===== src/wfhd_pkg.sv =====
// Shared constants, opcodes and command struct of the waveform prefix-code decoder.
`timescale 1ns / 1ps
`default_nettype none
package wfhd_pkg;

  localparam int NODES_DEF        = 512;
  localparam int CHANNELS_DEF     = 12;
  localparam int MAX_CODE_LEN_DEF = 16;

  localparam int OPC_W    = 2;
  localparam int CODE_W   = 16;
  localparam int LEN_W    = 5;
  localparam int SYM_W    = 16;
  localparam int BYTE_W   = 8;
  localparam int SKIP_W   = 5;
  localparam int RAW_BITS = 12;

  localparam logic [OPC_W-1:0] OP_LOAD    = 2'd0;
  localparam logic [OPC_W-1:0] OP_DATA    = 2'd1;
  localparam logic [OPC_W-1:0] OP_RESTART = 2'd2;

  typedef struct packed {
    logic load;
    logic data;
    logic restart;
  } wfhd_cmd_t;

endpackage
`default_nettype wire


===== src/wfhd_loader.sv =====
// Code insertion sequencer: walks and extends the node table one code bit at a time.
`timescale 1ns / 1ps
`default_nettype none
module wfhd_loader #(
  parameter int NODES        = wfhd_pkg::NODES_DEF,
  parameter int MAX_CODE_LEN = wfhd_pkg::MAX_CODE_LEN_DEF
) (
  input  logic                               clk,
  input  logic                               rst_n,
  input  wfhd_pkg::wfhd_cmd_t                cmd,
  input  logic [wfhd_pkg::CODE_W-1:0]        code_bits,
  input  logic [wfhd_pkg::LEN_W-1:0]         code_length,
  input  logic [wfhd_pkg::SYM_W-1:0]         symbol,
  input  logic [2*$clog2(NODES)-1:0]         links_rd,
  output logic                               rd_en,
  output logic [$clog2(NODES)-1:0]           rd_addr,
  output logic                               lk_we,
  output logic [$clog2(NODES)-1:0]           lk_waddr,
  output logic [2*$clog2(NODES)-1:0]         lk_wdata,
  output logic                               sy_we,
  output logic [$clog2(NODES)-1:0]           sy_waddr,
  output logic [wfhd_pkg::SYM_W-1:0]         sy_wdata,
  output logic [2*$clog2(NODES)-1:0]         root_links,
  output logic                               busy
);

  localparam int NW = $clog2(NODES);
  localparam int FW = $clog2(NODES + 1);
  localparam int IW = $clog2(MAX_CODE_LEN + 1);
  localparam int CW = (MAX_CODE_LEN > wfhd_pkg::CODE_W) ? MAX_CODE_LEN : wfhd_pkg::CODE_W;
  localparam int BW = $clog2(CW);

  typedef enum logic [3:0] {
    LD_IDLE = 4'b0001,
    LD_READ = 4'b0010,
    LD_EVAL = 4'b0100,
    LD_END  = 4'b1000
  } ld_state_t;

  ld_state_t              st_r, st_nxt;
  logic [NW-1:0]          node_r, node_nxt;
  logic [IW-1:0]          i_r, i_nxt;
  logic [CW-1:0]          bits_r, bits_nxt;
  logic [wfhd_pkg::SYM_W-1:0] sym_r, sym_nxt;
  logic                   fresh_r, fresh_nxt;
  logic [FW-1:0]          free_r, free_nxt;
  logic [2*NW-1:0]        root_r, root_nxt;

  logic [2*NW-1:0]        word;
  logic [2*NW-1:0]        nword;
  logic [BW-1:0]          idx;
  logic                   b;
  logic [NW-1:0]          child;
  logic                   len_ok;

  assign busy       = (st_r != LD_IDLE);
  assign root_links = root_r;
  assign sy_wdata   = sym_r;
  assign sy_waddr   = node_r;
  assign rd_addr    = node_r;
  assign lk_waddr   = node_r;

  always_comb begin
    st_nxt    = st_r;
    node_nxt  = node_r;
    i_nxt     = i_r;
    bits_nxt  = bits_r;
    sym_nxt   = sym_r;
    fresh_nxt = fresh_r;
    free_nxt  = free_r;
    root_nxt  = root_r;
    rd_en     = 1'b0;
    lk_we     = 1'b0;
    lk_wdata  = '0;
    sy_we     = 1'b0;
    len_ok    = (code_length != '0) && (int'(code_length) <= MAX_CODE_LEN);
    idx       = BW'(i_r - 1'b1);
    b         = bits_r[idx];
    if (node_r == '0) begin
      word = root_r;
    end else if (fresh_r) begin
      word = '0;
    end else begin
      word = links_rd;
    end
    child = b ? word[2*NW-1:NW] : word[NW-1:0];
    nword = word;
    if (b) begin
      nword[2*NW-1:NW] = free_r[NW-1:0];
    end else begin
      nword[NW-1:0] = free_r[NW-1:0];
    end
    case (st_r)
      LD_IDLE: begin
        if (cmd.load && len_ok) begin
          node_nxt  = '0;
          i_nxt     = IW'(code_length);
          bits_nxt  = CW'(code_bits);
          sym_nxt   = symbol;
          fresh_nxt = 1'b0;
          st_nxt    = LD_EVAL;
        end
      end
      LD_READ: begin
        // clear a freshly created node while fetching its links
        lk_we  = fresh_r;
        rd_en  = 1'b1;
        st_nxt = LD_EVAL;
      end
      LD_EVAL: begin
        if (child != '0) begin
          node_nxt  = child;
          fresh_nxt = 1'b0;
          st_nxt    = (i_r == IW'(1)) ? LD_END : LD_READ;
          i_nxt     = i_r - 1'b1;
        end else if (free_r == FW'(NODES)) begin
          st_nxt = LD_IDLE;
        end else begin
          if (node_r == '0) begin
            root_nxt = nword;
          end else begin
            lk_we    = 1'b1;
            lk_wdata = nword;
          end
          node_nxt  = free_r[NW-1:0];
          free_nxt  = free_r + 1'b1;
          fresh_nxt = 1'b1;
          st_nxt    = (i_r == IW'(1)) ? LD_END : LD_READ;
          i_nxt     = i_r - 1'b1;
        end
      end
      LD_END: begin
        lk_we  = fresh_r;
        sy_we  = 1'b1;
        st_nxt = LD_IDLE;
      end
      default: begin
        st_nxt = LD_IDLE;
      end
    endcase
  end

  always_ff @(posedge clk) begin
    if (!rst_n) begin
      st_r    <= LD_IDLE;
      free_r  <= FW'(1);
      root_r  <= '0;
      fresh_r <= 1'b0;
    end else begin
      st_r    <= st_nxt;
      free_r  <= free_nxt;
      root_r  <= root_nxt;
      fresh_r <= fresh_nxt;
    end
  end

  always_ff @(posedge clk) begin
    node_r <= node_nxt;
    i_r    <= i_nxt;
    bits_r <= bits_nxt;
    sym_r  <= sym_nxt;
  end

endmodule
`default_nettype wire


===== config.mk =====
export PLATFORM = sky130hd
export DESIGN_NAME = wfhd_loader
export DESIGN_NICKNAME = d
export VERILOG_FILES = /design/src/wfhd_pkg.sv /design/src/wfhd_loader.sv
export SDC_FILE = /design/constraint.sdc
export NUM_CORES = 1
export LEC_CHECK = 0
export BUFFER_PORTS_ARGS = -buffer_cell sky130_fd_sc_hd__buf_2
export CORE_MARGIN = 1.5
export CORE_UTILIZATION = 40
export DETAILED_ROUTE_END_ITERATION = 7
export GPL_TIMING_DRIVEN = 0
export PLACE_DENSITY = 0.75
export SLEW_MARGIN = 20
export SYNTH_ARGS = -nofsm -noshare
export SYNTH_HDL_FRONTEND = slang
export SYNTH_SLANG_ARGS = --single-unit

===== constraint.sdc =====
create_clock -name clk -period 3.9 [get_ports clk]
set_input_delay 0.585 -clock clk [delete_from_list [all_inputs] [get_ports clk]]
set_output_delay 0.585 -clock clk [all_outputs]
set_load 0.03 [all_outputs]

==> metrics <==
Cell Int Power 1.339 mW; Post-layout nets 678; die height 108.1 µm; Max-Cap Viols 0; ratio of total power to cell area 329.3 nW/µm²; post-synthesis cell area 4422 µm²; maximum number of pins on one net before global-route repair 34; Fillers 957; effective utilization at floorplan 40.97%; maximum count of clock buffers along a single path 2; peak fanout along the critical path 6; overall overflow remaining after global route 0; average cell area after synthesis 9.761 µm²; ys async rst share 0%; startpoint type of the worst setup path flop; dominant cell by count in the synthesized netlist sky130_fd_sc_hd__mux2i_1; count of mapped cells out of synthesis 453; final hold vios 0; count of port buffers added during placement 139; H-tree levels 3; area of the core 10790 µm²; category of the critical setup timing path reg2out; register area share after synthesis 46.18%; worst setup slack after layout 0.08607 ns; count of hold-fix buffers inserted at cts 0; clock net sink count 79; top cell type's share of synthesized area 31.24%; share of layout cells above drive strength 1 38.93%; Layout Skew 0.01475 ns; library cells used by synthesis 42; most frequent cells after synthesis sky130_fd_sc_hd__mux2i_1 (51), sky130_fd_sc_hd__edfxtp_1 (46), sky130_fd_sc_hd__nand2_1 (46); Reg area 2042 µm²; Comb pwr share 23.7%; routed length per instance 17.45 µm; source-to-sink clock delay at the later pin of the worst-skew pair 0.36 ns; share of total power consumed by net switching 32.30%; Die X 108.1 µm; remaining max-slew budget at the tightest pin 22.72%; post-placement setup slack -0.1683 ns; total wire length 13.24 mm; Main synth FF type sky130_fd_sc_hd__edfxtp_1; # diodes 0; cell types with the largest area share after synthesis sky130_fd_sc_hd__edfxtp_1 (31%), sky130_fd_sc_hd__dfxtp_1 (15%), sky130_fd_sc_hd__mux2i_1 (12%); flop and latch count out of synthesis 79; number of vias per cell 5.468; share of power burned in registers 46.8%; clock period minus worst slack 3.814 ns; number of top-level pins 143; CP endpoint kind output port; antenna violations before repair 0; first-pass GRT wire length 20.11 mm; cts bufs inserted 9; setup repair after global routing missed its margin yes; global placer's final weighted congestion 0.8923; worst vdd rail ir drop 0.2685 mV; Synth area leader sky130_fd_sc_hd__edfxtp_1; number of iterations in the first detailed-routing pass 5; part of the power in the clock network 29.5%; Ys Warns 0; timing-limited maximum frequency 262.2 MHz; arrival time at the worst endpoint 3.23 ns; Post-Place Cell Area 5293 µm²; total DRC errors in the routed layout 0; area taken by multi-input logic gates 2331 µm²; TritonCTS clock tree built; site row count 38; root buffer cell sky130_fd_sc_hd__clkbuf_8; Post-synth EDFFs 46; Worst-Margin Slew 1.159 ns; number of vias in the routed layout 4150; Area Growth Syn to Fin 35.85%; static leakage 2.647 nW; vias in the first global route 4067; CP required 3.31 ns; number of nets with antenna violations after routing 0; final setup vio count 0; Hold Crit Class in2reg; die area 11690 µm²; global-route usage over all layers 22.49%; result of the run complete, no violations; post-detailed-placement half-perimeter wirelength 9.389 mm; CTS clk-pin slew, worst paths 0.10 ns; Final Cell Area 6007 µm²; final cycle utilization of the critical path 97.79%; final slew viol count 0; total net switching power 0.6389 mW; post-synthesis net count 517; Detailed Route Iter0 Violations 276
## worst max-delay path, stage by stage, from the launching register on
cell and delay (ns):
sky130_fd_sc_hd__edfxtp_1 0.45, sky130_fd_sc_hd__inv_2 0.10, sky130_fd_sc_hd__ha_4 0.16, sky130_fd_sc_hd__xor2_4 0.25, sky130_fd_sc_hd__mux4_2 0.35, sky130_fd_sc_hd__mux4_2 0.53
sky130_fd_sc_hd__buf_6 0.16, sky130_fd_sc_hd__buf_2 0.15, sky130_fd_sc_hd__buf_4 0.14, sky130_fd_sc_hd__and2_1 0.18, sky130_fd_sc_hd__nor2_2 0.14, sky130_fd_sc_hd__nor3_4 0.06
sky130_fd_sc_hd__buf_6 0.19
## sequential cells by signal, summed over array words and instances (netlist names)
| name | flops |
|---|---|
| bits_r | 16 |
| free_r | 10 |
| fresh_r | 1 |
| i_r | 5 |
| lk_waddr | 9 |
| root_links | 18 |
| st_r | 4 |
| sy_wdata | 16 |
## cell type report
class                   count  area share (%)
repair buffers            151           15.31
clock buffers              11           2.354
flip-flops and latches     79           33.99
plain buffers              53           5.436
well taps                 140           2.916
clock inverters             5          0.6874
inverters                   8          0.4999
multi-input cells         312           38.80
## cells in the final DEF, fill, tap and decap left out, types with 3 or more instances in the layout
| cell type | n |
|---|---|
| sky130_fd_sc_hd__o21ai_0 | 7 |
| sky130_fd_sc_hd__nor2b_1 | 18 |
| sky130_fd_sc_hd__nor3_1 | 9 |
| sky130_fd_sc_hd__xnor2_1 | 3 |
| sky130_fd_sc_hd__and2_1 | 11 |
| sky130_fd_sc_hd__inv_2 | 3 |
| sky130_fd_sc_hd__nor4b_1 | 3 |
| sky130_fd_sc_hd__inv_1 | 5 |
| sky130_fd_sc_hd__a31oi_1 | 11 |
| sky130_fd_sc_hd__o21ai_1 | 14 |
| sky130_fd_sc_hd__edfxtp_1 | 46 |
| sky130_fd_sc_hd__nand2_1 | 46 |
| sky130_fd_sc_hd__dfxtp_1 | 33 |
| sky130_fd_sc_hd__nor4_1 | 9 |
| sky130_fd_sc_hd__nand2b_1 | 7 |
| sky130_fd_sc_hd__mux4_2 | 5 |
| sky130_fd_sc_hd__nand3_1 | 9 |
| sky130_fd_sc_hd__o211ai_1 | 9 |
| sky130_fd_sc_hd__buf_2 | 125 |
| sky130_fd_sc_hd__clkbuf_1 | 20 |
| sky130_fd_sc_hd__buf_4 | 31 |
| sky130_fd_sc_hd__nor2_1 | 32 |
| sky130_fd_sc_hd__buf_6 | 19 |
| sky130_fd_sc_hd__a21oi_1 | 3 |
| sky130_fd_sc_hd__nor2_2 | 6 |
| sky130_fd_sc_hd__o311ai_1 | 5 |
| sky130_fd_sc_hd__clkbuf_2 | 4 |
| sky130_fd_sc_hd__clkbuf_8 | 10 |
| sky130_fd_sc_hd__mux2i_1 | 51 |
| sky130_fd_sc_hd__o21ai_2 | 3 |
| sky130_fd_sc_hd__o41ai_1 | 4 |
| sky130_fd_sc_hd__nor3_4 | 16 |
| sky130_fd_sc_hd__nand4_1 | 8 |
| sky130_fd_sc_hd__ha_1 | 3 |
## power by group through the flow
stage          Combinational, mW  Clock [mW]  Sequential, mW
2_1_floorplan              0.247           0           0.967
3_3_place_gp               0.382           0           0.943
3_5_place_dp               0.392           0           0.945
4_1_cts                    0.433       0.595           0.926
5_1_grt                    0.504       0.629           0.929
6_report                   0.470       0.583           0.925
## final timing paths
path	startpoint	endpoint	slack (ns)	depth (start not counted)
setup / recovery	i_r[0]	lk_wdata[9]	0.09	12
hold / removal	code_bits[2]	bits_r[2]	0.39	1
setup reg to reg	i_r[0]	lk_waddr[0]	0.46	9
hold reg to reg	free_r[9]	free_r[9]	0.49	2
## cell families (layout without fill, tap and decap cells)
family | Yosys count | count (layout) | synth area share [%]
AND/OR/NAND/NOR | 189 | 189 | 21.93
flip-flops | 79 | 79 | 46.18
buffers and inverters | 62 | 228 | 7.357
AO/OA/AOI/OAI | 58 | 58 | 8.319
multiplexers | 56 | 56 | 14.09
XOR/XNOR | 5 | 5 | 0.9906
adder cells (fa/ha/maj) | 4 | 4 | 1.132
## through the flow
stage / hold WS [ns] / util (%) / TNS (ns) / cells / total power [mW]
finish: 0.3909 / 55.66 / 0 / 759 / 1.978
global placement: 0.4688 / 49.04 / -1.161 / 732 / 1.325
floorplan: 0.4430 / - / 0 / 453 / 1.215
CTS: 0.3855 / 53.18 / 0 / 756 / 1.954
global route: 0.3695 / 55.66 / -0.5328 / 759 / 2.062
detailed placement: 0.4804 / 49.04 / -4.354 / 732 / 1.337
## repair_timing
item                                    CTS  global route
pin swaps                                 2            16
endpoints found under the setup margin   33            19
gates resized for setup                  51            70
gates cloned                              1             1
setup buffers                             7             3
## per-layer routing
layer  part of all wire (%)  GRT usage (%)  vias to the layer above
li1                       -              -                     1948
met5                      0              0                        -
met4                    3.8          10.24                        0
met3                    7.4          4.943                       42
met2                     49          37.79                      180
met1                     40          27.59                     1980
No activity file was read; power rests on OpenSTA's default activity.
