$ cat src/wfhd_pkg.sv
// Shared constants, opcodes and command struct of the waveform prefix-code decoder.
`timescale 1ns / 1ps
`default_nettype none
package wfhd_pkg;

  localparam int NODES_DEF        = 512;
  localparam int CHANNELS_DEF     = 12;
  localparam int MAX_CODE_LEN_DEF = 16;

  localparam int OPC_W    = 2;
  localparam int CODE_W   = 16;
  localparam int LEN_W    = 5;
  localparam int SYM_W    = 16;
  localparam int BYTE_W   = 8;
  localparam int SKIP_W   = 5;
  localparam int RAW_BITS = 12;

  localparam logic [OPC_W-1:0] OP_LOAD    = 2'd0;
  localparam logic [OPC_W-1:0] OP_DATA    = 2'd1;
  localparam logic [OPC_W-1:0] OP_RESTART = 2'd2;

  typedef struct packed {
    logic load;
    logic data;
    logic restart;
  } wfhd_cmd_t;

endpackage
`default_nettype wire

$ cat src/wfhd_decoder.sv
// Bit engine: skip, type, raw and tree-walk phases, channel sums and result staging.
`timescale 1ns / 1ps
`default_nettype none
module wfhd_decoder #(
  parameter int NODES    = wfhd_pkg::NODES_DEF,
  parameter int CHANNELS = wfhd_pkg::CHANNELS_DEF
) (
  input  logic                                           clk,
  input  logic                                           rst_n,
  input  wfhd_pkg::wfhd_cmd_t                            cmd,
  input  logic [wfhd_pkg::BYTE_W-1:0]                    data_byte,
  input  logic [wfhd_pkg::SKIP_W-1:0]                    skip_bits,
  input  logic [2*$clog2(NODES)-1:0]                     root_links,
  input  logic [2*$clog2(NODES)-1:0]                     links_rd,
  input  logic [wfhd_pkg::SYM_W-1:0]                     sym_rd,
  output logic                                           rd_en,
  output logic [$clog2(NODES)-1:0]                       rd_addr,
  output logic                                           busy,
  output logic                                           out_v,
  output logic [wfhd_pkg::SYM_W-1:0]                     out_sum,
  output logic [((CHANNELS > 1) ? $clog2(CHANNELS) : 1)-1:0] out_chan,
  output logic                                           out_err,
  output logic                                           out_last
);

  localparam int NW  = $clog2(NODES);
  localparam int CHW = (CHANNELS > 1) ? $clog2(CHANNELS) : 1;
  localparam int LW  = $clog2(wfhd_pkg::BYTE_W + 1);
  localparam int SW  = wfhd_pkg::SYM_W;
  localparam int RB  = wfhd_pkg::RAW_BITS;

  typedef enum logic [1:0] {
    DC_IDLE = 2'b01,
    DC_RUN  = 2'b10
  } dc_state_t;

  typedef enum logic [3:0] {
    PH_SKIP = 4'b0001,
    PH_TYPE = 4'b0010,
    PH_RAW  = 4'b0100,
    PH_WALK = 4'b1000
  } phase_t;

  dc_state_t                    st_r, st_nxt;
  phase_t                       ph_r, ph_nxt, ph;
  logic [wfhd_pkg::SKIP_W-1:0]  cnt_r, cnt_nxt;
  logic [RB-1:0]                raw_r, raw_nxt;
  logic [CHW-1:0]               chan_r, chan_nxt;
  logic [wfhd_pkg::BYTE_W-1:0]  byte_r, byte_nxt;
  logic [LW-1:0]                left_r, left_nxt;
  logic                         pend_r, pend_nxt;
  logic [2*NW-1:0]              cur_r, cur_nxt, cur;
  logic                         hold_v_r, hold_v_nxt;
  logic [SW-1:0]                hold_sum_r, hold_sum_nxt;
  logic [CHW-1:0]               hold_chan_r, hold_chan_nxt;
  logic                         hold_err_r, hold_err_nxt;
  logic                         out_v_r, out_v_nxt;
  logic [SW-1:0]                out_sum_r, out_sum_nxt;
  logic [CHW-1:0]               out_chan_r, out_chan_nxt;
  logic                         out_err_r, out_err_nxt;
  logic                         out_last_r, out_last_nxt;
  logic [SW-1:0]                sum_r [CHANNELS];

  logic                         res_v;
  logic [SW-1:0]                res_sum;
  logic                         res_err;
  logic                         sum_we;
  logic [SW-1:0]                sum_wd;
  logic                         b;
  logic [NW-1:0]                child;
  logic [CHW-1:0]               chan_adv;

  assign busy     = (st_r != DC_IDLE);
  assign out_v    = out_v_r;
  assign out_sum  = out_sum_r;
  assign out_chan = out_chan_r;
  assign out_err  = out_err_r;
  assign out_last = out_last_r;
  assign rd_addr  = child;
  assign chan_adv = (chan_r == CHW'(CHANNELS - 1)) ? '0 : chan_r + 1'b1;

  always_comb begin
    st_nxt        = st_r;
    ph            = ph_r;
    cnt_nxt       = cnt_r;
    raw_nxt       = raw_r;
    chan_nxt      = chan_r;
    byte_nxt      = byte_r;
    left_nxt      = left_r;
    pend_nxt      = pend_r;
    cur           = cur_r;
    hold_v_nxt    = hold_v_r;
    hold_sum_nxt  = hold_sum_r;
    hold_chan_nxt = hold_chan_r;
    hold_err_nxt  = hold_err_r;
    out_v_nxt     = 1'b0;
    out_sum_nxt   = hold_sum_r;
    out_chan_nxt  = hold_chan_r;
    out_err_nxt   = hold_err_r;
    out_last_nxt  = 1'b0;
    res_v         = 1'b0;
    res_sum       = sum_r[chan_r];
    res_err       = 1'b0;
    sum_we        = 1'b0;
    sum_wd        = sum_r[chan_r] + sym_rd;
    rd_en         = 1'b0;
    b             = byte_r[wfhd_pkg::BYTE_W-1];
    child         = '0;
    case (st_r)
      DC_IDLE: begin
        if (cmd.data) begin
          st_nxt   = DC_RUN;
          byte_nxt = data_byte;
          left_nxt = LW'(wfhd_pkg::BYTE_W);
        end
        if (cmd.restart) begin
          ph       = PH_SKIP;
          cnt_nxt  = '0;
          raw_nxt  = '0;
          chan_nxt = '0;
          pend_nxt = 1'b0;
        end
      end
      DC_RUN: begin
        // resolve the node read issued by the previous walk bit
        if (pend_r) begin
          pend_nxt = 1'b0;
          if (links_rd == '0) begin
            sum_we   = 1'b1;
            res_v    = 1'b1;
            res_sum  = sum_wd;
            chan_nxt = chan_adv;
            ph       = PH_TYPE;
          end else begin
            cur = links_rd;
          end
        end
        if (left_r != '0) begin
          byte_nxt = byte_r << 1;
          left_nxt = left_r - 1'b1;
          if ((ph == PH_SKIP) && (cnt_r < skip_bits)) begin
            cnt_nxt = cnt_r + 1'b1;
          end else begin
            case (ph)
              PH_SKIP, PH_TYPE: begin
                if (!b) begin
                  ph      = PH_RAW;
                  raw_nxt = '0;
                  cnt_nxt = '0;
                end else begin
                  ph  = PH_WALK;
                  cur = root_links;
                end
              end
              PH_RAW: begin
                raw_nxt = {raw_r[RB-2:0], b};
                if (cnt_r >= wfhd_pkg::SKIP_W'(RB - 1)) begin
                  sum_we   = 1'b1;
                  sum_wd   = SW'(raw_nxt);
                  res_v    = 1'b1;
                  res_sum  = SW'(raw_nxt);
                  chan_nxt = chan_adv;
                  cnt_nxt  = '0;
                  ph       = PH_TYPE;
                end else begin
                  cnt_nxt = cnt_r + 1'b1;
                end
              end
              PH_WALK: begin
                child = b ? cur[2*NW-1:NW] : cur[NW-1:0];
                if (child == '0) begin
                  res_v   = 1'b1;
                  res_err = 1'b1;
                  ph      = PH_TYPE;
                end else begin
                  rd_en    = 1'b1;
                  pend_nxt = 1'b1;
                end
              end
              default: begin
                ph = PH_TYPE;
              end
            endcase
          end
        end else if (!pend_r) begin
          // byte done: release the staged word as the final one
          out_v_nxt    = hold_v_r;
          out_last_nxt = 1'b1;
          hold_v_nxt   = 1'b0;
          st_nxt       = DC_IDLE;
        end
      end
      default: begin
        st_nxt = DC_IDLE;
      end
    endcase
    ph_nxt  = ph;
    cur_nxt = cur;
    if (res_v) begin
      out_v_nxt     = hold_v_r;
      hold_v_nxt    = 1'b1;
      hold_sum_nxt  = res_sum;
      hold_chan_nxt = chan_r;
      hold_err_nxt  = res_err;
    end
  end

  always_ff @(posedge clk) begin
    if (!rst_n) begin
      st_r     <= DC_IDLE;
      ph_r     <= PH_SKIP;
      cnt_r    <= '0;
      raw_r    <= '0;
      chan_r   <= '0;
      left_r   <= '0;
      pend_r   <= 1'b0;
      hold_v_r <= 1'b0;
      out_v_r  <= 1'b0;
    end else begin
      st_r     <= st_nxt;
      ph_r     <= ph_nxt;
      cnt_r    <= cnt_nxt;
      raw_r    <= raw_nxt;
      chan_r   <= chan_nxt;
      left_r   <= left_nxt;
      pend_r   <= pend_nxt;
      hold_v_r <= hold_v_nxt;
      out_v_r  <= out_v_nxt;
    end
  end

  always_ff @(posedge clk) begin
    byte_r      <= byte_nxt;
    cur_r       <= cur_nxt;
    hold_sum_r  <= hold_sum_nxt;
    hold_chan_r <= hold_chan_nxt;
    hold_err_r  <= hold_err_nxt;
    out_sum_r   <= out_sum_nxt;
    out_chan_r  <= out_chan_nxt;
    out_err_r   <= out_err_nxt;
    out_last_r  <= out_last_nxt;
  end

  always_ff @(posedge clk) begin
    if (!rst_n || cmd.restart) begin
      for (int k = 0; k < CHANNELS; k++) begin
        sum_r[k] <= '0;
      end
    end else if (sum_we) begin
      sum_r[chan_r] <= sum_wd;
    end
  end

endmodule
`default_nettype wire

$ cat config.mk
export PLATFORM = sky130hd
export DESIGN_NAME = wfhd_decoder
export DESIGN_NICKNAME = d
export VERILOG_FILES = /design/src/wfhd_pkg.sv /design/src/wfhd_decoder.sv
export SDC_FILE = /design/constraint.sdc
export NUM_CORES = 1
export LEC_CHECK = 0
export BUFFER_PORTS_ARGS = -buffer_cell sky130_fd_sc_hd__clkbuf_2
export CAP_MARGIN = 0
export CORE_UTILIZATION = 55
export DETAILED_ROUTE_END_ITERATION = 8
export PLACE_DENSITY = 0.71
export SLEW_MARGIN = 20
export SYNTH_ARGS = -nofsm -noshare
export SYNTH_HDL_FRONTEND = slang
export SYNTH_SLANG_ARGS = --single-unit
$ cat constraint.sdc
create_clock -name clk -period 6.06 [get_ports clk]
set_input_delay 1.212 -clock clk [delete_from_list [all_inputs] [get_ports clk]]
set_output_delay 1.212 -clock clk [all_outputs]
set_load 0.05 [all_outputs]
==> results.yml, run 1 <==
min_path:
  hold_depth: 0
  worstHoldPathType: "flop to flop"
  worstHoldStart: "hold_sum_r[13]"
  min_to: "out_sum[13]"
sta:
  skew_ns: 0.02127
  max_freq_ghz: 0.1932
  hold_slack_ns: 0.3369
  period_share_pct: 85.41
  hold_viol: 0
  rsz0062_at_grt: "false"
  min_period_ns: 5.176
  tns_ns: 0
  setup_violations: 0
  relSlewSlack_pct: 24.79
  worst_slew_pin_slew_ns: 1.128
  finalMaxSlewViolations: 0
route:
  drc: 0
  wl_per_cell_um: 21.43
  vias_per_cell: 6.066
  drt_iter0_drc: 1146
  vias: 11009
  ant_nets: 0
  drt-total-wl_mm: 38.89
  firstDrtPassIters: 5
die:
  io_pins: 104
  die_h_um: 177.1
  die_x_um: 177.1
  die_area_um2: 31360
  core_um2: 29870
  initial_core_util_pct: 56.44
  rows: 63
synth:
  ys_async_sr_fraction_pct: 0
  syn-num-nets: 1398
  synthDistinctLibCells: 79
  ys_seq_area_share_pct: 60.97
  yosysWarnings: 0
  synth_area_um2: 16860
  synth-edff-count: 303
  synth_area_leaders: "edfxtp_1 (54%), mux4_2 (11%), dfxtp_1 (7.0%)"
  ys.flop_type: "edfxtp_1"
  synth_seq_cells: 362
  synth_top_cell_by_area: "edfxtp_1"
  synth_top_area_share_pct: 53.97
  postSynthAreaPerCell_um2: 12.98
  syn_inst: 1299
global_route:
  grt_max_degree: 46
  grtUsageTotal_pct: 25.60
  grt-ovfl-total: 0
  grt_pass1_vias: 10789
  grt_first_pass_wirelength_mm: 60.18
  antenna_found_initial: 2
placement:
  port_buffers: 102
  place_area_um2: 17830
  dp_hpwl_mm: 26.57
  finalWeightedCongestion: 0.8581
  placedCellCount: 1747
status:
  outcome: "finished, final reports clean"
cells_and_area:
  antenna_cells: 0
  design_area_um2: 19120
  drive_above_1_share_pct: 22.81
  multi_input_area_um2: 6066
  fin_nets: 1496
  fill_cells: 2227
  syn_to_final_growth_pct: 13.38
  seqCellArea_um2: 10280
  finalNonFillerCells: 1815
  final_common_cell: "edfxtp_1"
  layout_common_cells: "edfxtp_1 (303), nor2_1 (230), nand2_1 (117)"
critical_path:
  crit_path_max_fanout: 18
  end_kind: "flop"
  startpoint_type: "flop"
  worstReg2RegEnd: "sum_r[11][15]"
  rr_worst_depth: 12
  critical_path_class: "flop to flop"
  rrSetupSlack_ns: 0.88
  cp.required_ns: 6.34
  cp.arrival_ns: 5.46
cts:
  clk_pin_slew_ns: 0.06
  cts_hold_buf: 0
  clockRootBuffer: "clkbuf_16"
  cts.sinks: 362
  cts_max_path_buffers: 3
  cts_tree: "yes"
  htree_levels: 2
  clk_latency_ns: 0.54
  cts_made_buffers: 38
  cts_setup_buffers: 0
  cts.repair.resized: 0
power_and_ir_drop:
  pwr-share-seq_pct: 50.0
  ir_worst_vdd_mv: 0.1909
  power.share.clock_pct: 42.5
  power.leakage_nw: 7.262
  pwr-share-comb_pct: 7.4
  intPower_mw: 4.326
  p_per_area_nw_per_um2: 293.4
  p_sw_share_pct: 22.87
  p_switching_mw: 1.283
job:
  drv_cap: 0
sequential cells by signal, indices dropped and copies added, names as in the netlist, named ones only:
name         count
sum_r          256
byte_r           8
hold_sum_r      16
hold_chan_r      4
cur_r           18
pend_r           1
hold_err_r       1
out_chan         4
left_r           4
cnt_r            5
out_err          1
hold_v_r         1
out_last         1
ph_r             4
out_v            1
out_sum         16
raw_r           11
chan_r           4
st_r             2
worst max path at each step:
stage | startpoint | endpoint | slack (ns) | depth (start not counted)
after CTS | flop | sum_r[11][15] | 0.87 | 12
after detailed placement | flop | sum_r[11][15] | 0.89 | 12
after global routing | flop | sum_r[11][15] | 0.56 | 12
after global placement | flop | sum_r[11][15] | 1.0 | 12
after floorplan | links_rd[14] | rd_addr[4] | 1.02 | 7
final | flop | sum_r[11][15] | 0.88 | 12
layout make-up:
class,count,share of cell area (%)
clock buffer,50,5.315
clock inverter,18,1.361
inverter,42,0.8247
multi-input combinational,810,31.73
sequential,362,53.80
tap,390,2.553
timing repair buffer,143,4.412
logic make-up after synthesis:
| kind of cell | share of synthesized area (%) |
|---|---|
| AND/OR/NAND/NOR | 13.68 |
| flip-flops | 60.97 |
| AO/OA/AOI/OAI | 6.657 |
| buffers and inverters | 3.161 |
| multiplexers | 12.55 |
| adder cells (fa/ha/maj) | 2.197 |
| XOR/XNOR | 0.7792 |
power groups by stage:
| stage | Clock (mW) | Combinational [mW] | Sequential (mW) |
|---|---|---|---|
| after floorplan | 0 | 0.276 | 2.84 |
| after global placement | 0 | 0.399 | 2.85 |
| after detailed placement | 0 | 0.408 | 2.86 |
| after CTS | 2.41 | 0.412 | 2.81 |
| after global routing | 2.50 | 0.454 | 2.81 |
| final | 2.38 | 0.417 | 2.81 |
worst max-delay path: stages (launching register included):
cell and delay, ns:
dfxtp_4 0.61, buf_4 0.34, mux4_2 0.54, mux4_2 0.53, ha_1 0.29, a21oi_1 0.20, o211ai_1 0.19, nor2b_1 0.24
o21ai_0 0.18, a311oi_1 0.81, a2111o_1 0.18, nand3_1 0.42, and3_1 0.39
synth_stat cells (7+ instances only):
library cell	n
a21o_1	7
ha_1	28
nand3_1	40
nand2_1	117
nor3_1	31
nand2b_1	7
nor2_1	232
and3_1	8
o21ai_0	41
mux2_2	11
inv_1	40
mux4_2	84
o21a_1	7
edfxtp_1	303
buf_1	13
xnor2_1	11
a21oi_1	21
a31oi_1	19
and2_1	9
a21boi_0	8
a22oi_1	9
dfxtp_1	59
clkbuf_1	39
and2b_1	9
nor2b_1	10
buf_2	30
mux2i_1	10
stage by stage:
step / utilization [%] / power (mW) / setup slack (ns)
after floorplan: - / 3.119 / 1.023
after global placement: 59.67 / 3.253 / 0.9970
after detailed placement: 59.67 / 3.266 / 0.8904
after CTS: 63.94 / 5.628 / 0.8744
after global routing: 63.99 / 5.767 / 0.5642
final: 63.99 / 5.609 / 0.8844
per-layer routing:
metal | wire [um] | part of all wire (%) | track usage [%]
met1 | 16340 | 42 | 35.56
met2 | 18260 | 47 | 40.80
met3 | 3319 | 8.5 | 5.241
met4 | 944 | 2.4 | 7.579
met5 | 23 | 0.059 | 0
Note: power is estimated with default switching activity, not from simulation.
==> run 2: changes to the inputs <==
==> constraint.sdc (replaced) <==
create_clock -name clk -period 6.06 [get_ports clk]
set_input_delay 0.909 -clock clk [delete_from_list [all_inputs] [get_ports clk]]
set_output_delay 0.909 -clock clk [all_outputs]
set_load 0.05 [all_outputs]
==> run 2 against run 1 <==
Against the previous run: final cell count fell by 0.39%; critical path depth unchanged; sequential share of layout area up 0.31 points; highest routed layer is now met4.
==> results.yml, run 2 (synthesis results as in run 1) <==
cts:
  cts_tree: "yes"
  cts.repair.resized: 0
  clk_latency_ns: 0.54
  cts_setup_buffers: 0
  cts.sinks: 362
  clk_pin_slew_ns: 0.06
  htree_levels: 2
  cts_made_buffers: 39
  cts_hold_buf: 0
  clockRootBuffer: "clkbuf_16"
  cts_max_path_buffers: 3
cells_and_area:
  drive_above_1_share_pct: 22.36
  fill_cells: 2206
  syn_to_final_growth_pct: 12.73
  fin_nets: 1486
  antenna_cells: 0
  reg_top3: "sum_r: 256 flops, cur_r: 18 flops"
  top_register: "sum_r"
  layout_common_cells: "edfxtp_1 (303), nor2_1 (230), nand2_1 (117)"
  largest_reg_flops: 256
  final_common_cell: "edfxtp_1"
global_route:
  grt_max_degree: 45
  grt_first_pass_wirelength_mm: 60.93
  antenna_found_initial: 0
  grt-ovfl-total: 0
  grt_pass1_vias: 10769
  grtUsageTotal_pct: 25.81
critical_path:
  rr_worst_depth: 12
  crit_path_max_fanout: 19
  end_kind: "flop"
  cp.required_ns: 6.34
  cp.arrival_ns: 5.34
  startpoint_type: "flop"
  rrSetupSlack_ns: 1.0
  critical_path_class: "flop to flop"
  cp-endpoint: "sum_r[11][15]"
  worstReg2RegEnd: "sum_r[11][15]"
sta:
  min_period_ns: 5.061
  rsz0062_at_grt: "false"
  max_freq_ghz: 0.1976
  tns_ns: 0
  setup_ws_ns: 0.9992
  period_share_pct: 83.51
  setup_violations: 0
  relSlewSlack_pct: 28.60
  skew_ns: 0.01866
  worst_slew_pin_slew_ns: 1.064
  hold_viol: 0
  finalMaxSlewViolations: 0
min_path:
  worstHoldStart: "hold_sum_r[1]"
  worstHoldPathType: "flop to flop"
die:
  die_h_um: 177.1
  rows: 63
  core_um2: 29870
  initial_core_util_pct: 56.44
  die_x_um: 177.1
  die_area_um2: 31360
  io_pins: 104
status:
  outcome: "finished, final reports clean"
route:
  vias: 11065
  drt-total-wl_mm: 39.30
  drt_iter0_drc: 1168
  vias_per_cell: 6.120
  ant_nets: 0
  wl_per_cell_um: 21.73
  firstDrtPassIters: 5
  drc: 0
job:
  drv_cap: 0
power_and_ir_drop:
  power.leakage_nw: 7.214
  ir_worst_vdd_mv: 0.2125
  p_per_area_nw_per_um2: 291.0
placement:
  port_buffers: 102
  post-place-ws_ns: 1.055
  dp_hpwl_mm: 26.64
  finalWeightedCongestion: 0.8435
## run 2: changes by cell type in the layout (fill, tap and decap cells not counted), sizes merged
cell      before  now
clkinv        10   15
buf           41   30
bufinv         5    2
clkinvlp       1    0
clkbuf       152  155
## run 2: worst min path at each step
stage | end | slack, ns | depth (start not counted)
detailed placement | out_sum[1] | 0.33 | 0
global route | out_sum[14] | 0.34 | 0
floorplan | out_chan[0] | 0.32 | 0
global placement | out_sum[15] | 0.32 | 0
CTS | out_sum[6] | 0.34 | 0
finish | out_sum[1] | 0.34 | 0
## run 2: metal layers
metal | global-route usage (%) | vias up | wire length (um)
met2 | 41.03 | 491 | 18590
met3 | 4.124 | 61 | 3230
met4 | 5.927 | 0 | 624
met1 | 37.42 | 5512 | 16860
met5 | 0 | - | 0
li1 | - | 5001 | -
## run 2: through the flow
step	util, %	hold slack [ns]	power (mW)	area (um^2)	std cells
after global routing	63.62	0.3438	5.692	19010	1808
final	63.62	0.3396	5.531	19010	1808
after global placement	59.39	0.3243	3.248	17740	1736
after CTS	63.56	0.3405	5.542	18990	1808
after floorplan	-	0.3233	3.119	16860	1299
after detailed placement	59.42	0.3269	3.265	17750	1736
## run 2: critical path: stages, from the launching register on
cell and delay, ns:
dfxtp_4 0.61, buf_4 0.29, mux4_2 0.58, mux4_2 0.56
ha_1 0.38, nand3_1 0.11, o211ai_1 0.14, nor2b_1 0.23
o21ai_0 0.19, a311oi_1 0.71, a2111o_1 0.18, nand3_1 0.41
and3_1 0.39
## run 2: cell type report
class	instances	area (um^2)	share of cell area, %
Multi-Input combinational cell	810	6078	31.98
Sequential cell	362	10280	54.11
Tap cell	390	488.0	2.567
Inverter	42	157.7	0.8294
Clock inverter	19	178.9	0.9413
Clock buffer	53	1059	5.569
Timing Repair Buffer	132	760.7	4.002
## run 2: where the power goes
group / internal [mW] / switching, mW
clock network: 1.33 / 0.981
logic: 0.133 / 0.284
registers: 2.78 / 0.0286
==> run 3: changes to the inputs <==
--- a/config.mk
+++ b/config.mk
@@ -5,11 +5,12 @@
 export SDC_FILE = /design/constraint.sdc
 export NUM_CORES = 1
 export LEC_CHECK = 0
+export ABC_AREA = 1
 export BUFFER_PORTS_ARGS = -buffer_cell sky130_fd_sc_hd__clkbuf_2
 export CAP_MARGIN = 0
 export CORE_UTILIZATION = 55
 export DETAILED_ROUTE_END_ITERATION = 8
-export PLACE_DENSITY = 0.71
+export PLACE_DENSITY = 0.74
 export SLEW_MARGIN = 20
 export SYNTH_ARGS = -nofsm -noshare
 export SYNTH_HDL_FRONTEND = slang
==> constraint.sdc (replaced) <==
create_clock -name clk -period 4.25 [get_ports clk]
set_input_delay 0.6375 -clock clk [delete_from_list [all_inputs] [get_ports clk]]
set_output_delay 0.6375 -clock clk [all_outputs]
set_load 0.05 [all_outputs]
==> run 3 against run 2 <==
Against the previous run: final cell count grew 23%; worst setup slack got worse by 0.69 ns; wire length is 4.0% higher.
==> results.yml, run 3 <==
status:
  outcome: "finished, final reports clean"
global_route:
  antenna_found_initial: 0
  grt_first_pass_wirelength_mm: 64.63
  grt_max_degree: 45
  grtUsageTotal_pct: 26.38
  grt-ovfl-total: 0
  grt_pass1_vias: 12433
route:
  wl_met1_mm: 17.11
  dr_wl_met3_mm: 2.686
  drt_iter0_drc: 1350
  firstDrtPassIters: 5
  drc: 0
  vias_per_cell: 5.761
  ant_nets: 0
  drt-total-wl_mm: 40.86
  vias: 12806
  dr_wl_met2_mm: 19.91
  wl_per_cell_um: 18.38
  highest_layer: "met4"
synth:
  synth_area_leaders: "edfxtp_1 (53%), nor2_1 (8.1%), dfxtp_1 (6.9%)"
  syn_inst: 1697
  syn-num-nets: 1796
  synth_seq_cells: 362
  synth_xor_area_share_pct: 0.8737
  synthMuxAreaShare_pct: 0
  synthAdderAreaFrac_pct: 2.173
  synth_top_family_by_area: "simple AND/OR/NAND/NOR gates"
  synth-compound-area-share_pct: 12.34
  yosysWarnings: 0
  synth_top_cell_by_area: "edfxtp_1"
  ys_seq_area_share_pct: 60.32
  synth.most_common_cell: "nor2_1"
  synth-edff-count: 303
  postSynthAreaPerCell_um2: 10.04
  synth_commonest_cells: "nor2_1 (368), edfxtp_1 (303), nand2_1 (201), o21ai_0 (175), inv_1 (92)"
  ys_async_sr_fraction_pct: 0
  synth_top_area_share_pct: 53.39
  yosys.area_share.simple_pct: 19.21
  ys.flop_type: "edfxtp_1"
  synthDistinctLibCells: 45
  synth_area_um2: 17040
job:
  drv_cap: 0
die:
  die_h_um: 178.0
  rows: 64
  core_um2: 30510
  die_area_um2: 31690
  initial_core_util_pct: 55.86
  io_pins: 104
  die_x_um: 178.0
power_and_ir_drop:
  p_per_area_nw_per_um2: 605.7
  power.leakage_nw: 7.976
  ir_worst_vdd_mv: 0.3741
sta:
  relSlewSlack_pct: 37.92
  hold_viol: 0
  setup_violations: 0
  min_period_ns: 3.943
  finalMaxSlewViolations: 0
  skew_ns: 0.02305
  rsz0062_at_grt: "false"
  period_share_pct: 92.79
  worst_slew_pin_slew_ns: 0.9278
  max_freq_ghz: 0.2536
  tns_ns: 0
  setup_ws_ns: 0.3065
cells_and_area:
  top_register: "sum_r"
  reg_top3: "sum_r: 256 flops, cur_r: 18 flops"
  largest_reg_flops: 256
  drive_above_1_share_pct: 17.90
  antenna_cells: 0
  fin_nets: 1896
  final_common_cell: "nor2_1"
  syn_to_final_growth_pct: 14.12
  layout_common_cells: "nor2_1 (368), edfxtp_1 (303), nand2_1 (201)"
placement:
  finalWeightedCongestion: 0.9137
  dp_hpwl_mm: 27.51
  post-place-ws_ns: 0.04787
  port_buffers: 102
cts:
  clk_latency_ns: 0.54
  cts_setup_buffers: 0
  clockRootBuffer: "clkbuf_16"
  cts.sinks: 362
  cts_made_buffers: 39
  htree_levels: 2
  cts_tree: "yes"
  clk_pin_slew_ns: 0.06
  cts_max_path_buffers: 3
critical_path:
  end_kind: "flop"
  cp.arrival_ns: 4.31
  startpoint_type: "flop"
  critical_path_class: "flop to flop"
  crit_path_max_fanout: 24
  cp.required_ns: 4.62
min_path:
  worstHoldPathType: "flop to flop"
-- run 3: cell count changes in the layout (fill, tap and decap cells not counted), sizes merged, moves of 42 or more --
cell,change
o21ai,+136
nor2,+208
mux4,-84
inv,+54
o221ai,+42
nand2,+98
-- run 3: cells by family after synthesis --
kind of cell,count (synthesis)
adder cells (fa/ha/maj),29
AND/OR/NAND/NOR,733
flip-flops,362
AO/OA/AOI/OAI,354
buffers and inverters,202
XOR/XNOR,17
-- run 3: cell type report --
class | instances | area (um^2)
Fill cell | 2322 | 11060
Sequential cell | 362 | 10280
Multi-Input combinational cell | 1133 | 5923
Clock buffer | 51 | 1062
Timing Repair Buffer | 162 | 989.7
Tap cell | 396 | 495.5
Inverter | 99 | 376.6
Clock inverter | 20 | 315.3
-- run 3: report_power, final --
group          total (mW)  switching (mW)  internal, mW
clock network        3.62            1.36          2.26
registers            4.50           0.140          4.36
logic                3.66            2.65          1.01
-- run 3: what timing repair did --
action,CTS,global route
hold buffers,0,0
endpoints found under the setup margin,0,49
resized for setup,0,6
-- run 3: per-layer routing --
layer	up-vias	GRT usage, %
met5	-	0
met4	0	9.544
met3	76	3.282
met2	489	44.34
met1	6158	35.15
li1	6083	-
-- run 3: stage by stage --
| stage | std cells | power, mW | hold WS, ns | instance area [um^2] | utilization, % |
|---|---|---|---|---|---|
| after global routing | 2223 | 12.35 | 0.3470 | 19450 | 63.74 |
| after detailed placement | 2152 | 8.172 | 0.3278 | 18060 | 59.19 |
| final | 2223 | 11.78 | 0.3313 | 19450 | 63.74 |
| after floorplan | 1697 | 7.072 | 0.3233 | 17040 | - |
| after CTS | 2223 | 11.78 | 0.3310 | 19440 | 63.71 |
| after global placement | 2152 | 8.092 | 0.3235 | 18060 | 59.19 |
-- run 3: worst max-delay path, stage by stage, from the launching register on --
cell and delay, ns:
dfxtp_4 0.42, inv_4 0.22, buf_4 0.31, o21ai_0 0.12, o221ai_1 0.20, o211ai_1 0.12
nand2_1 0.15, inv_1 0.07, fa_1 0.41, nand3b_1 0.17, nand2_1 0.12, a21boi_0 0.12
o21ai_1 0.25, a31oi_2 0.20, o21ai_0 0.25, xor2_1 0.25, nand2_1 0.08, buf_4 0.20
nor2_1 0.13
-- run 3: worst paths after layout --
kind                                     start      endpoint  slack (ns)  cells after the start
worst max-delay path                      flop  sum_r[1][12]        0.31                     18
worst min-delay path            hold_sum_r[10]   out_sum[10]        0.33                      0
worst max register to register            flop  sum_r[1][12]        0.31                     18
worst min register to register  hold_sum_r[10]   out_sum[10]        0.33                      0
